`config.mk`:
```
export PLATFORM = sky130hd
export DESIGN_NAME = slope_band_line_compressor
export DESIGN_NICKNAME = d
export VERILOG_FILES = /design/src/sv/sblc_pkg.sv /design/src/sv/sblc_div.sv /design/src/sv/sblc_mul.sv /design/src/sv/slope_band_line_compressor.sv
export SDC_FILE = /design/constraint.sdc
export NUM_CORES = 2
export LEC_CHECK = 0
export ABC_AREA = 1
export BUFFER_PORTS_ARGS = -buffer_cell sky130_fd_sc_hd__buf_4
export CAP_MARGIN = 20
export CORE_MARGIN = 5
export CORE_UTILIZATION = 38
export DETAILED_ROUTE_END_ITERATION = 10
export GPL_ROUTABILITY_DRIVEN = 0
export GPL_TIMING_DRIVEN = 0
export HOLD_SLACK_MARGIN = 0.1
export SETUP_SLACK_MARGIN = 0.1
export SYNTH_ARGS = -nofsm -noshare
export SYNTH_HDL_FRONTEND = slang
export SYNTH_HIERARCHICAL = 1
export SYNTH_SLANG_ARGS = --single-unit
```
`constraint.sdc`:
```
create_clock -name clk_i -period 8.5 [get_ports clk_i]
set_input_delay 1.275 -clock clk_i [delete_from_list [all_inputs] [get_ports clk_i]]
set_output_delay 1.275 -clock clk_i [all_outputs]
set_load 0.05 [all_outputs]
```
`src/sv/sblc_pkg.sv`:
```
`timescale 1ns / 1ps
// ----------------------------------------------------------------------------
// sblc_pkg
// Shared widths, constants and types of the slope band line compressor.
// ----------------------------------------------------------------------------
package sblc_pkg;

  localparam int unsigned FRAC_BITS  = 16;
  localparam int unsigned TIME_W     = 32;
  localparam int unsigned VAL_W      = 32;
  localparam int unsigned BAND_W     = 31;
  localparam int unsigned SLOPE_W    = 64;
  // signed numerator dy +/- band and its magnitude
  localparam int unsigned NUM_W      = 34;
  localparam int unsigned MAG_W      = 33;
  // dividend is the magnitude with the fraction bits appended
  localparam int unsigned DIVD_W     = MAG_W + FRAC_BITS;
  localparam int unsigned DCNT_W     = $clog2(DIVD_W + 1);
  // time gap factor of the vertex offset
  localparam int unsigned GAP_W      = TIME_W + 1;
  localparam int unsigned MCNT_W     = $clog2(TIME_W + 1);
  // vertex offset is capped at 2^CAP_EXP
  localparam int unsigned CAP_EXP    = 40;
  localparam int unsigned OFS_W      = CAP_EXP + 1;
  localparam int unsigned ACC_W      = CAP_EXP + FRAC_BITS;
  localparam int unsigned VSUM_W     = OFS_W + 2;

  localparam logic [BAND_W-1:0] BAND_RESET = BAND_W'(655360);
  localparam logic MODE_FLUSH = 1'b1;

  typedef enum logic [8:0] {
    ST_IDLE = 9'b000000001,
    ST_PREP = 9'b000000010,
    ST_DIV  = 9'b000000100,
    ST_CMP  = 9'b000001000,
    ST_SUM  = 9'b000010000,
    ST_MID  = 9'b000100000,
    ST_MST  = 9'b001000000,
    ST_MUL  = 9'b010000000,
    ST_EMIT = 9'b100000000
  } state_e;

  typedef struct packed {
    logic                      done;
    logic signed [SLOPE_W-1:0] slope;
  } div_rsp_t;

  typedef struct packed {
    logic             done;
    logic             neg;
    logic [OFS_W-1:0] mag;
  } mul_rsp_t;

endpackage

```
`src/sv/sblc_div.sv`:
```
`timescale 1ns / 1ps
// ----------------------------------------------------------------------------
// sblc_div
// Bit-serial restoring divider: signed numerator shifted by the fraction
// bits over an unsigned time gap, one quotient bit per cycle.
// ----------------------------------------------------------------------------
module sblc_div
  import sblc_pkg::*;
(
  input  logic                    clk_i,
  input  logic                    rst_ni,
  input  logic                    start_i,
  input  logic signed [NUM_W-1:0] num_i,
  input  logic [TIME_W-1:0]       dt_i,
  output div_rsp_t                rsp_o
);

  logic                busy_q, busy_d;
  logic                fin_q, fin_d;
  logic                done_q, done_d;
  logic [DCNT_W-1:0]   cnt_q, cnt_d;
  logic [DIVD_W-1:0]   dvd_q, dvd_d;
  logic [DIVD_W-1:0]   quo_q, quo_d;
  logic [TIME_W-1:0]   rem_q, rem_d;
  logic [TIME_W-1:0]   dt_q, dt_d;
  logic                neg_q, neg_d;
  logic [SLOPE_W-1:0]  slope_q, slope_d;
  logic [NUM_W-1:0]    num_abs;
  logic [TIME_W:0]     trial;
  logic                ge;
  logic [SLOPE_W-1:0]  quo_ext;

  // magnitude of the numerator and one trial subtraction
  always_comb begin
    num_abs = num_i[NUM_W-1] ? (~num_i + NUM_W'(1)) : num_i;
    trial   = {rem_q, dvd_q[DIVD_W-1]};
    ge      = trial >= {1'b0, dt_q};
    quo_ext = SLOPE_W'(quo_q);
  end

  always_comb begin
    busy_d  = busy_q;
    fin_d   = 1'b0;
    done_d  = 1'b0;
    cnt_d   = cnt_q;
    dvd_d   = dvd_q;
    quo_d   = quo_q;
    rem_d   = rem_q;
    dt_d    = dt_q;
    neg_d   = neg_q;
    slope_d = slope_q;
    if (start_i) begin
      busy_d = 1'b1;
      cnt_d  = DCNT_W'(DIVD_W);
      dvd_d  = {num_abs[MAG_W-1:0], {FRAC_BITS{1'b0}}};
      quo_d  = '0;
      rem_d  = '0;
      dt_d   = dt_i;
      neg_d  = num_i[NUM_W-1];
    end else if (busy_q) begin
      rem_d = ge ? TIME_W'(trial - {1'b0, dt_q}) : trial[TIME_W-1:0];
      quo_d = {quo_q[DIVD_W-2:0], ge};
      dvd_d = {dvd_q[DIVD_W-2:0], 1'b0};
      cnt_d = cnt_q - DCNT_W'(1);
      if (cnt_q == DCNT_W'(1)) begin
        busy_d = 1'b0;
        fin_d  = 1'b1;
      end
    end
    // apply the sign once all quotient bits are in
    if (fin_q) begin
      slope_d = neg_q ? (~quo_ext + SLOPE_W'(1)) : quo_ext;
      done_d  = 1'b1;
    end
  end

  always_ff @(posedge clk_i or negedge rst_ni) begin
    if (!rst_ni) begin
      busy_q <= 1'b0;
      fin_q  <= 1'b0;
      done_q <= 1'b0;
      cnt_q  <= '0;
    end else begin
      busy_q <= busy_d;
      fin_q  <= fin_d;
      done_q <= done_d;
      cnt_q  <= cnt_d;
    end
  end

  always_ff @(posedge clk_i) begin
    dvd_q   <= dvd_d;
    quo_q   <= quo_d;
    rem_q   <= rem_d;
    dt_q    <= dt_d;
    neg_q   <= neg_d;
    slope_q <= slope_d;
  end

  assign rsp_o.done  = done_q;
  assign rsp_o.slope = slope_q;

endmodule

```
`src/sv/sblc_mul.sv`:
```
`timescale 1ns / 1ps
// ----------------------------------------------------------------------------
// sblc_mul
// Bit-serial saturating multiplier: mid slope times time gap, scaled down
// by the fraction bits and capped, one gap bit per cycle.
// ----------------------------------------------------------------------------
module sblc_mul
  import sblc_pkg::*;
(
  input  logic                      clk_i,
  input  logic                      rst_ni,
  input  logic                      start_i,
  input  logic signed [SLOPE_W-1:0] mid_i,
  input  logic signed [GAP_W-1:0]   gap_i,
  output mul_rsp_t                  rsp_o
);

  localparam int unsigned SUM_W = SLOPE_W + 1;

  logic                busy_q, busy_d;
  logic                done_q, done_d;
  logic [MCNT_W-1:0]   cnt_q, cnt_d;
  logic [SLOPE_W-1:0]  mm_q, mm_d;
  logic [TIME_W-1:0]   gm_q, gm_d;
  logic [ACC_W-1:0]    acc_q, acc_d;
  logic                sat_q, sat_d;
  logic                neg_q, neg_d;
  logic [SLOPE_W-1:0]  mid_abs;
  logic [GAP_W-1:0]    gap_abs;
  logic [SUM_W-1:0]    sum;

  // operand magnitudes and one shift-add step
  always_comb begin
    mid_abs = mid_i[SLOPE_W-1] ? (~mid_i + SLOPE_W'(1)) : mid_i;
    gap_abs = gap_i[GAP_W-1] ? (~gap_i + GAP_W'(1)) : gap_i;
    sum     = SUM_W'({acc_q, 1'b0}) + (gm_q[TIME_W-1] ? SUM_W'(mm_q) : '0);
  end

  always_comb begin
    busy_d = busy_q;
    done_d = 1'b0;
    cnt_d  = cnt_q;
    mm_d   = mm_q;
    gm_d   = gm_q;
    acc_d  = acc_q;
    sat_d  = sat_q;
    neg_d  = neg_q;
    if (start_i) begin
      busy_d = 1'b1;
      cnt_d  = MCNT_W'(TIME_W);
      mm_d   = mid_abs;
      gm_d   = gap_abs[TIME_W-1:0];
      acc_d  = '0;
      sat_d  = 1'b0;
      neg_d  = mid_i[SLOPE_W-1] ^ gap_i[GAP_W-1];
    end else if (busy_q) begin
      acc_d = sum[ACC_W-1:0];
      if (sum[SUM_W-1:ACC_W] != '0) begin
        sat_d = 1'b1;
      end
      gm_d  = {gm_q[TIME_W-2:0], 1'b0};
      cnt_d = cnt_q - MCNT_W'(1);
      if (cnt_q == MCNT_W'(1)) begin
        busy_d = 1'b0;
        done_d = 1'b1;
      end
    end
  end

  always_ff @(posedge clk_i or negedge rst_ni) begin
    if (!rst_ni) begin
      busy_q <= 1'b0;
      done_q <= 1'b0;
      cnt_q  <= '0;
    end else begin
      busy_q <= busy_d;
      done_q <= done_d;
      cnt_q  <= cnt_d;
    end
  end

  always_ff @(posedge clk_i) begin
    mm_q  <= mm_d;
    gm_q  <= gm_d;
    acc_q <= acc_d;
    sat_q <= sat_d;
    neg_q <= neg_d;
  end

  assign rsp_o.done = done_q;
  assign rsp_o.neg  = neg_q;
  assign rsp_o.mag  = sat_q ? (OFS_W'(1) << CAP_EXP) : OFS_W'(acc_q[ACC_W-1:FRAC_BITS]);

endmodule

```
`src/sv/slope_band_line_compressor.sv`:
```
`timescale 1ns / 1ps
// ----------------------------------------------------------------------------
// slope_band_line_compressor
// Swinging-door style compressor of timestamped samples into line vertices.
// ----------------------------------------------------------------------------
// Usage:
//   s_axis carries samples: tdata = sample_time, sample_value; tuser = mode
//   (0 sample, 1 flush). m_axis carries vertices: tdata = vertex_time,
//   vertex_value; tuser = is_closing. cfg_* writes the deviation band at
//   any time the block is idle; it is always ready.
//   One item is worked on at a time; s_axis_tready is high only when the
//   control sequencer waits for a new item.
//   A narrowing sample waits on the two serial dividers (49 quotient
//   bits) working side by side. A sample that ends a segment then adds the
//   mid slope and the 32-step serial multiplier; a flush runs the mid slope
//   and the multiplier without the dividers; the first sample and a
//   sample not later than the anchor skip both serial units.
//   The vertex sits in an output register, so the next item is taken while
//   it waits; if the receiver stalls and a further vertex is ready, the
//   sequencer holds until the register is free.
//   Reset clears the anchor and latest point, opens the slope interval,
//   loads the default band (10.0) and drops any pending vertex.
// ----------------------------------------------------------------------------
module slope_band_line_compressor
  import sblc_pkg::*;
(
  input  logic                 clk_i,
  input  logic                 rst_ni,
  input  logic                 cfg_valid_i,
  output logic                 cfg_ready_o,
  input  logic [BAND_W-1:0]    cfg_data_i,     // deviation_band
  input  logic                 s_axis_tvalid,
  output logic                 s_axis_tready,
  input  logic [63:0]          s_axis_tdata,   // sample_time, sample_value
  input  logic [0:0]           s_axis_tuser,   // mode
  output logic                 m_axis_tvalid,
  input  logic                 m_axis_tready,
  output logic [63:0]          m_axis_tdata,   // vertex_time, vertex_value
  output logic [0:0]           m_axis_tuser    // is_closing
);

  localparam logic signed [SLOPE_W-1:0] SLOPE_MIN = {1'b1, {(SLOPE_W-1){1'b0}}};
  localparam logic signed [SLOPE_W-1:0] SLOPE_MAX = {1'b0, {(SLOPE_W-1){1'b1}}};

  state_e                     state_q, state_d;
  logic [BAND_W-1:0]          band_q, band_d;
  logic                       started_q, started_d;
  logic [TIME_W-1:0]          anchor_t_q, anchor_t_d;
  logic signed [VAL_W-1:0]    anchor_v_q, anchor_v_d;
  logic [TIME_W-1:0]          latest_t_q, latest_t_d;
  logic signed [SLOPE_W-1:0]  floor_q, floor_d;
  logic signed [SLOPE_W-1:0]  ceil_q, ceil_d;
  logic [TIME_W-1:0]          samp_t_q, samp_t_d;
  logic [TIME_W-1:0]          dt_q, dt_d;
  logic signed [MAG_W-1:0]    dy_q, dy_d;
  logic                       closing_q, closing_d;
  logic                       pend_q, pend_d;
  logic signed [SLOPE_W:0]    sum_q, sum_d;
  logic signed [SLOPE_W-1:0]  mid_q, mid_d;
  logic [TIME_W-1:0]          res_t_q, res_t_d;
  logic signed [VAL_W-1:0]    res_v_q, res_v_d;
  logic                       res_c_q, res_c_d;
  logic                       m_valid_q, m_valid_d;
  logic [63:0]                m_data_q, m_data_d;
  logic                       m_user_q, m_user_d;

  logic                       in_xfer;
  logic                       out_free;
  logic [TIME_W-1:0]          in_t;
  logic signed [VAL_W-1:0]    in_v;
  logic signed [NUM_W-1:0]    num_lo, num_hi;
  logic                       div_start, mul_start;
  div_rsp_t                   lo_rsp, hi_rsp;
  mul_rsp_t                   mul_rsp;
  logic signed [GAP_W-1:0]    gap;
  logic signed [SLOPE_W:0]    sum_p1;
  logic signed [VSUM_W-1:0]   vsum;
  logic signed [VAL_W-1:0]    vsat;
  logic                       disjoint;

  assign in_t          = s_axis_tdata[TIME_W-1:0];
  assign in_v          = s_axis_tdata[TIME_W+VAL_W-1:TIME_W];
  assign s_axis_tready = (state_q == ST_IDLE);
  assign in_xfer       = s_axis_tvalid && s_axis_tready;
  assign out_free      = !m_valid_q || m_axis_tready;
  assign cfg_ready_o   = 1'b1;

  // slope band numerators and the vertex offset datapath
  always_comb begin
    num_lo   = NUM_W'(dy_q) - NUM_W'($signed({1'b0, band_q}));
    num_hi   = NUM_W'(dy_q) + NUM_W'($signed({1'b0, band_q}));
    gap      = $signed({1'b0, latest_t_q}) - $signed({1'b0, anchor_t_q});
    sum_p1   = sum_q + (SLOPE_W+1)'(1);
    disjoint = (lo_rsp.slope > ceil_q) || (hi_rsp.slope < floor_q);
    vsum     = mul_rsp.neg ? (VSUM_W'(anchor_v_q) - $signed(VSUM_W'(mul_rsp.mag)))
                           : (VSUM_W'(anchor_v_q) + $signed(VSUM_W'(mul_rsp.mag)));
    if (vsum[VSUM_W-1:VAL_W-1] == '0 || vsum[VSUM_W-1:VAL_W-1] == '1) begin
      vsat = vsum[VAL_W-1:0];
    end else if (vsum[VSUM_W-1]) begin
      vsat = {1'b1, {(VAL_W-1){1'b0}}};
    end else begin
      vsat = {1'b0, {(VAL_W-1){1'b1}}};
    end
  end

  // control sequencer and line state
  always_comb begin
    state_d    = state_q;
    band_d     = band_q;
    started_d  = started_q;
    anchor_t_d = anchor_t_q;
    anchor_v_d = anchor_v_q;
    latest_t_d = latest_t_q;
    floor_d    = floor_q;
    ceil_d     = ceil_q;
    samp_t_d   = samp_t_q;
    dt_d       = dt_q;
    dy_d       = dy_q;
    closing_d  = closing_q;
    pend_d     = pend_q;
    sum_d      = sum_q;
    mid_d      = mid_q;
    res_t_d    = res_t_q;
    res_v_d    = res_v_q;
    res_c_d    = res_c_q;
    m_valid_d  = m_valid_q;
    m_data_d   = m_data_q;
    m_user_d   = m_user_q;
    div_start  = 1'b0;
    mul_start  = 1'b0;

    if (cfg_valid_i) begin
      band_d = cfg_data_i;
    end
    if (m_valid_q && m_axis_tready) begin
      m_valid_d = 1'b0;
    end

    unique case (state_q)
      ST_IDLE: begin
        if (in_xfer) begin
          priority if (s_axis_tuser[0] == MODE_FLUSH) begin
            if (started_q) begin
              closing_d = 1'b1;
              pend_d    = 1'b0;
              state_d   = ST_SUM;
            end
          end else if (!started_q) begin
            started_d  = 1'b1;
            anchor_t_d = in_t;
            anchor_v_d = in_v;
            latest_t_d = in_t;
            floor_d    = SLOPE_MIN;
            ceil_d     = SLOPE_MAX;
            res_t_d    = in_t;
            res_v_d    = in_v;
            res_c_d    = 1'b0;
            state_d    = ST_EMIT;
          end else if (in_t <= anchor_t_q) begin
            latest_t_d = in_t;
          end else begin
            samp_t_d = in_t;
            dt_d     = in_t - anchor_t_q;
            dy_d     = MAG_W'(in_v) - MAG_W'(anchor_v_q);
            state_d  = ST_PREP;
          end
        end
      end
      ST_PREP: begin
        div_start = 1'b1;
        state_d   = ST_DIV;
      end
      ST_DIV: begin
        if (lo_rsp.done) begin
          state_d = ST_CMP;
        end
      end
      ST_CMP: begin
        if (disjoint) begin
          closing_d = 1'b0;
          pend_d    = 1'b1;
          state_d   = ST_SUM;
        end else begin
          latest_t_d = samp_t_q;
          if (lo_rsp.slope > floor_q) begin
            floor_d = lo_rsp.slope;
          end
          if (hi_rsp.slope < ceil_q) begin
            ceil_d = hi_rsp.slope;
          end
          state_d = ST_IDLE;
        end
      end
      ST_SUM: begin
        sum_d   = (SLOPE_W+1)'(floor_q) + (SLOPE_W+1)'(ceil_q);
        state_d = ST_MID;
      end
      ST_MID: begin
        // halve, truncating toward zero
        mid_d   = sum_q[SLOPE_W] ? sum_p1[SLOPE_W:1] : sum_q[SLOPE_W:1];
        state_d = ST_MST;
      end
      ST_MST: begin
        mul_start = 1'b1;
        state_d   = ST_MUL;
      end
      ST_MUL: begin
        if (mul_rsp.done) begin
          res_t_d    = latest_t_q;
          res_v_d    = vsat;
          res_c_d    = closing_q;
          anchor_t_d = latest_t_q;
          anchor_v_d = vsat;
          floor_d    = SLOPE_MIN;
          ceil_d     = SLOPE_MAX;
          if (pend_q) begin
            latest_t_d = samp_t_q;
          end
          state_d = ST_EMIT;
        end
      end
      ST_EMIT: begin
        if (out_free) begin
          m_valid_d = 1'b1;
          m_data_d  = {res_v_q, res_t_q};
          m_user_d  = res_c_q;
          state_d   = ST_IDLE;
        end
      end
      default: begin
        state_d = ST_IDLE;
      end
    endcase
  end

  always_ff @(posedge clk_i or negedge rst_ni) begin
    if (!rst_ni) begin
      state_q    <= ST_IDLE;
      band_q     <= BAND_RESET;
      started_q  <= 1'b0;
      anchor_t_q <= '0;
      anchor_v_q <= '0;
      latest_t_q <= '0;
      floor_q    <= SLOPE_MIN;
      ceil_q     <= SLOPE_MAX;
      m_valid_q  <= 1'b0;
    end else begin
      state_q    <= state_d;
      band_q     <= band_d;
      started_q  <= started_d;
      anchor_t_q <= anchor_t_d;
      anchor_v_q <= anchor_v_d;
      latest_t_q <= latest_t_d;
      floor_q    <= floor_d;
      ceil_q     <= ceil_d;
      m_valid_q  <= m_valid_d;
    end
  end

  always_ff @(posedge clk_i) begin
    samp_t_q  <= samp_t_d;
    dt_q      <= dt_d;
    dy_q      <= dy_d;
    closing_q <= closing_d;
    pend_q    <= pend_d;
    sum_q     <= sum_d;
    mid_q     <= mid_d;
    res_t_q   <= res_t_d;
    res_v_q   <= res_v_d;
    res_c_q   <= res_c_d;
    m_data_q  <= m_data_d;
    m_user_q  <= m_user_d;
  end

  // lower and upper band slopes, side by side
  sblc_div u_div_lo (
    .clk_i   (clk_i),
    .rst_ni  (rst_ni),
    .start_i (div_start),
    .num_i   (num_lo),
    .dt_i    (dt_q),
    .rsp_o   (lo_rsp)
  );

  sblc_div u_div_hi (
    .clk_i   (clk_i),
    .rst_ni  (rst_ni),
    .start_i (div_start),
    .num_i   (num_hi),
    .dt_i    (dt_q),
    .rsp_o   (hi_rsp)
  );

  // vertex offset along the mid slope
  sblc_mul u_mul (
    .clk_i   (clk_i),
    .rst_ni  (rst_ni),
    .start_i (mul_start),
    .mid_i   (mid_q),
    .gap_i   (gap),
    .rsp_o   (mul_rsp)
  );

  assign m_axis_tvalid = m_valid_q;
  assign m_axis_tdata  = m_data_q;
  assign m_axis_tuser  = m_user_q;

`ifndef SYNTH
  a_div_in_div_state : assert property (@(posedge clk_i) disable iff (!rst_ni)
    lo_rsp.done |-> (state_q == ST_DIV && hi_rsp.done))
    else $error("divider result outside the wait state");

  a_mul_in_mul_state : assert property (@(posedge clk_i) disable iff (!rst_ni)
    mul_rsp.done |-> state_q == ST_MUL)
    else $error("multiplier result outside the wait state");

  a_no_vertex_before_start : assert property (@(posedge clk_i) disable iff (!rst_ni)
    !started_q |-> !m_valid_q)
    else $error("vertex offered before the first sample");

  a_interval_ordered : assert property (@(posedge clk_i) disable iff (!rst_ni)
    floor_q <= ceil_q)
    else $error("slope interval inverted");
`endif

endmodule

```
==> metrics.sh <==
MIN_PATH_CELLS=0
MOSTFREQUENTLAYOUTCELLS='sky130_fd_sc_hd__nand2_1, sky130_fd_sc_hd__inv_1, sky130_fd_sc_hd__nor2_1, sky130_fd_sc_hd__edfxtp_1, sky130_fd_sc_hd__ha_1'
MIN_PERIOD_OVER_PERIOD_PCT=82.5
ROUTED_WIRE_LENGTH_PER_INSTANCE_UM=18.4
CPPEAKSTAGEDELAY_NS=0.91
CRITICAL_PATH.MAX_FANOUT=10
COMMONEST_NON_FILL_NON_TAP_CELL_IN_THE_LAYOUT='sky130_fd_sc_hd__nand2_1'
FIN_NETS=12895
PLACEMENT_ROWS=176
TOTAL_GRT_USAGE_PCT=22.6
ROUTED-VIA-COUNT=77134
FINAL_PERIOD_MINUS_WORST_SETUP_SLACK_NS=7.01
STARTPOINT_TO_ENDPOINT_CLASS_OF_THE_CRITICAL_PATH='reg -> reg'
CRIT_TOP_CELL='sky130_fd_sc_hd__nand2_1'
YS_WARN_COUNT=6
CORE_AREA_UM2=230000
WORST_SETUP_PATH_END_KIND='flip-flop'
REPORT.FINAL.SETUP_VIOL=0
SYN-MEAN-INSTANCE-AREA_UM2=7.44
CRIT_REQUIRED_NS=8.89
FIN_TOTAL_PWR_uW=32900
SYNTHESIS.NETS=12549
FMAXACHIEVABLE_MHz=143
STATUS='finished, final reports clean'
WORSTREGTOREGCELLS=32
CTS.HOLD.BUFFERS_ADDED=0
DIE_Y_UM=490
GRT_SETUP_UNREPAIRED='false'
NUM_IO_PINS=169
WORSTSETUPSTARTPOINT='u_mul/sat_q$_SDFFE_PP0P_'
DRT_PRE_ANTENNA_ITERS=7
SLEW_VIOLATIONS=0
START_UTIL_PCT=38.2
WORST_CASE_CLOCK_SKEW_NS=0.0514
POWER-PER-CELL-AREA_nW_PER_UM2=335
MAX-CAP-VIOLATIONS=0
GRT_START_MAX_NET_PINS=107
GRT_ANTENNA_BEFORE_REPAIR=12
DIEWIDTH_UM=490
CTS_MADE_BUFFERS=142
GRT_FIRST_PASS_WIRELENGTH_UM=427000
HTREE_NUM_LEVELS=4
DPL_WORST_SLACK_NS=1.78
DRT_WL_TOTAL_UM=281000
CLK_PIN_SLEW_NS=0.06
STATIC-LEAKAGE-POWER_uW=0.0480
DESIGN.DIE.AREA_UM2=240000
DRT_ITER0_DRC=5778
DRC=0
CLOCK_SINKS=1225
TIMING.CRITICAL_PATH.FROM_TYPE='flip-flop'
TIMING.CRITICAL_PATH.ARRIVAL_NS=7.40
CTS_REPAIR_RESIZE_COUNT=0
OVERFLOW=0
CTS-ROOT-BUF='sky130_fd_sc_hd__clkbuf_16'
PLACE.DETAILED.HPWL_UM=230000
INSERTION_DELAY_NS=0.80
CLOCK_TREE.BUFFER_DEPTH=3
GRT_PASS1_VIAS=73191
REG2REG_SETUP_SLACK_NS=1.49
LAYOUT-AREA-OVERHEAD-VS-SYNTH_PCT=12.0
IR_DROP_mV=0.273
TRANSITION_TIME_AT_THE_PIN_WITH_THE_LEAST_SLEW_MARGIN_NS=1.17
TIMING.RR.END='res_v_q[27]$_DFFE_PP_'
FIN_WORST_HOLD_SLACK_NS=0.389
REPORT.FINAL.HOLD_VIOL_COUNT=0
NFILLCELLS=23584
WORST_SLACK_SETUP_FINAL_NS=1.49
NETLIST_INSTANCES=11786
DRTANTENNAVIOLNETS=0
LAYOUT-DRIVE-GT1-SHARE_PCT=6.60
WORST_HOLD_ENDPOINT='m_axis_tdata[59]$_DFFE_PP_'
PLACE.PORT_BUFFERS=166
CRIT-REG2REG-LAUNCH='u_mul/sat_q$_SDFFE_PP0P_'
SYN-CELL-AREA_UM2=87600
HOLD_START='res_v_q[27]$_DFFE_PP_'
CRIT_SLOWEST_CELL='sky130_fd_sc_hd__a21boi_0'
POSTCTSSETUPBUFFERS=0
POSTLAYOUTCOREUTIL_PCT=42.7
DRT-VIAS-PER-INSTANCE=5.05
SLEW-LIMIT-HEADROOM_PCT=21.4
WORSTHOLDPATHTYPE='reg -> reg'
CTS_TREE='done'
## report_power, final
part	switching, uW	leakage, uW	total, uW	internal, uW
logic	12200	0.0338	17900	5690
registers	750	0.0118	8610	7860
clock network	2610	0.00233	6350	3740
## metrics by stage
stage | TNS (ns) | area [um2] | std cells
global route | 0 | 98200 | 15277
detailed placement | 0 | 93300 | 15013
floorplan | 0 | 87600 | 11786
finish | 0 | 98200 | 15286
CTS | 0 | 98100 | 15274
global placement | -246.57 | 92700 | 14978
## critical path, delay by kind of cell (launching register included)
| family | cells | cell delay (ns) |
|---|---|---|
| AND/OR/NAND/NOR | 16 | 2.54 |
| AO/OA/AOI/OAI | 6 | 1.86 |
| buffers and inverters | 7 | 1.17 |
| adder cells (fa/ha/maj) | 2 | 0.54 |
| flip-flops | 1 | 0.34 |
| XOR/XNOR | 1 | 0.15 |
## how the worst max path moves through the flow
stage                                  endpoint  cells past startpoint
after CTS                 res_v_q[27]$_DFFE_PP_                     32
after global routing      res_v_q[21]$_DFFE_PP_                     34
final                     res_v_q[27]$_DFFE_PP_                     32
after global placement      closing_q$_DFFE_PP_                     11
after floorplan             closing_q$_DFFE_PP_                     11
after detailed placement  res_v_q[27]$_DFFE_PP_                     32
## layout make-up
type                    instances  area, um2  area share, %
multi-input cells            8329      45800           46.6
repair buffers                202       1880           1.92
well taps                    3026       3790           3.86
flip-flops and latches       1225      33200           33.8
plain buffers                 257       1280           1.30
clock buffers                 189       3990           4.06
inverters                    1975       7420           7.56
clock inverters                72        813          0.828
diodes                         11       27.5         0.0280
## metal layers
| layer | wire [um] | global-route usage (%) | vias up |
|---|---|---|---|
| li1 | - | - | 38925 |
| met1 | 123000 | 29.5 | 35495 |
| met2 | 130000 | 37.6 | 2223 |
| met3 | 14700 | 2.65 | 491 |
| met4 | 14000 | 10.3 | 0 |
| met5 | 0 | 0 | - |
## registers in the layout (all words and copies together), names as in the netlist, 33 cells and up
register          flops
dy_q                 33
m_axis_tdata         64
u_div_hi/quo_q       49
u_mul/mm_q           64
u_div_lo/dvd_q       33
u_div_hi/dvd_q       33
sum_q                65
u_div_lo/quo_q       49
mid_q                64
floor_q              64
u_mul/acc_q          56
u_div_lo/slope_q     64
ceil_q               64
u_div_hi/slope_q     64
(Power assumes the default switching activity.)
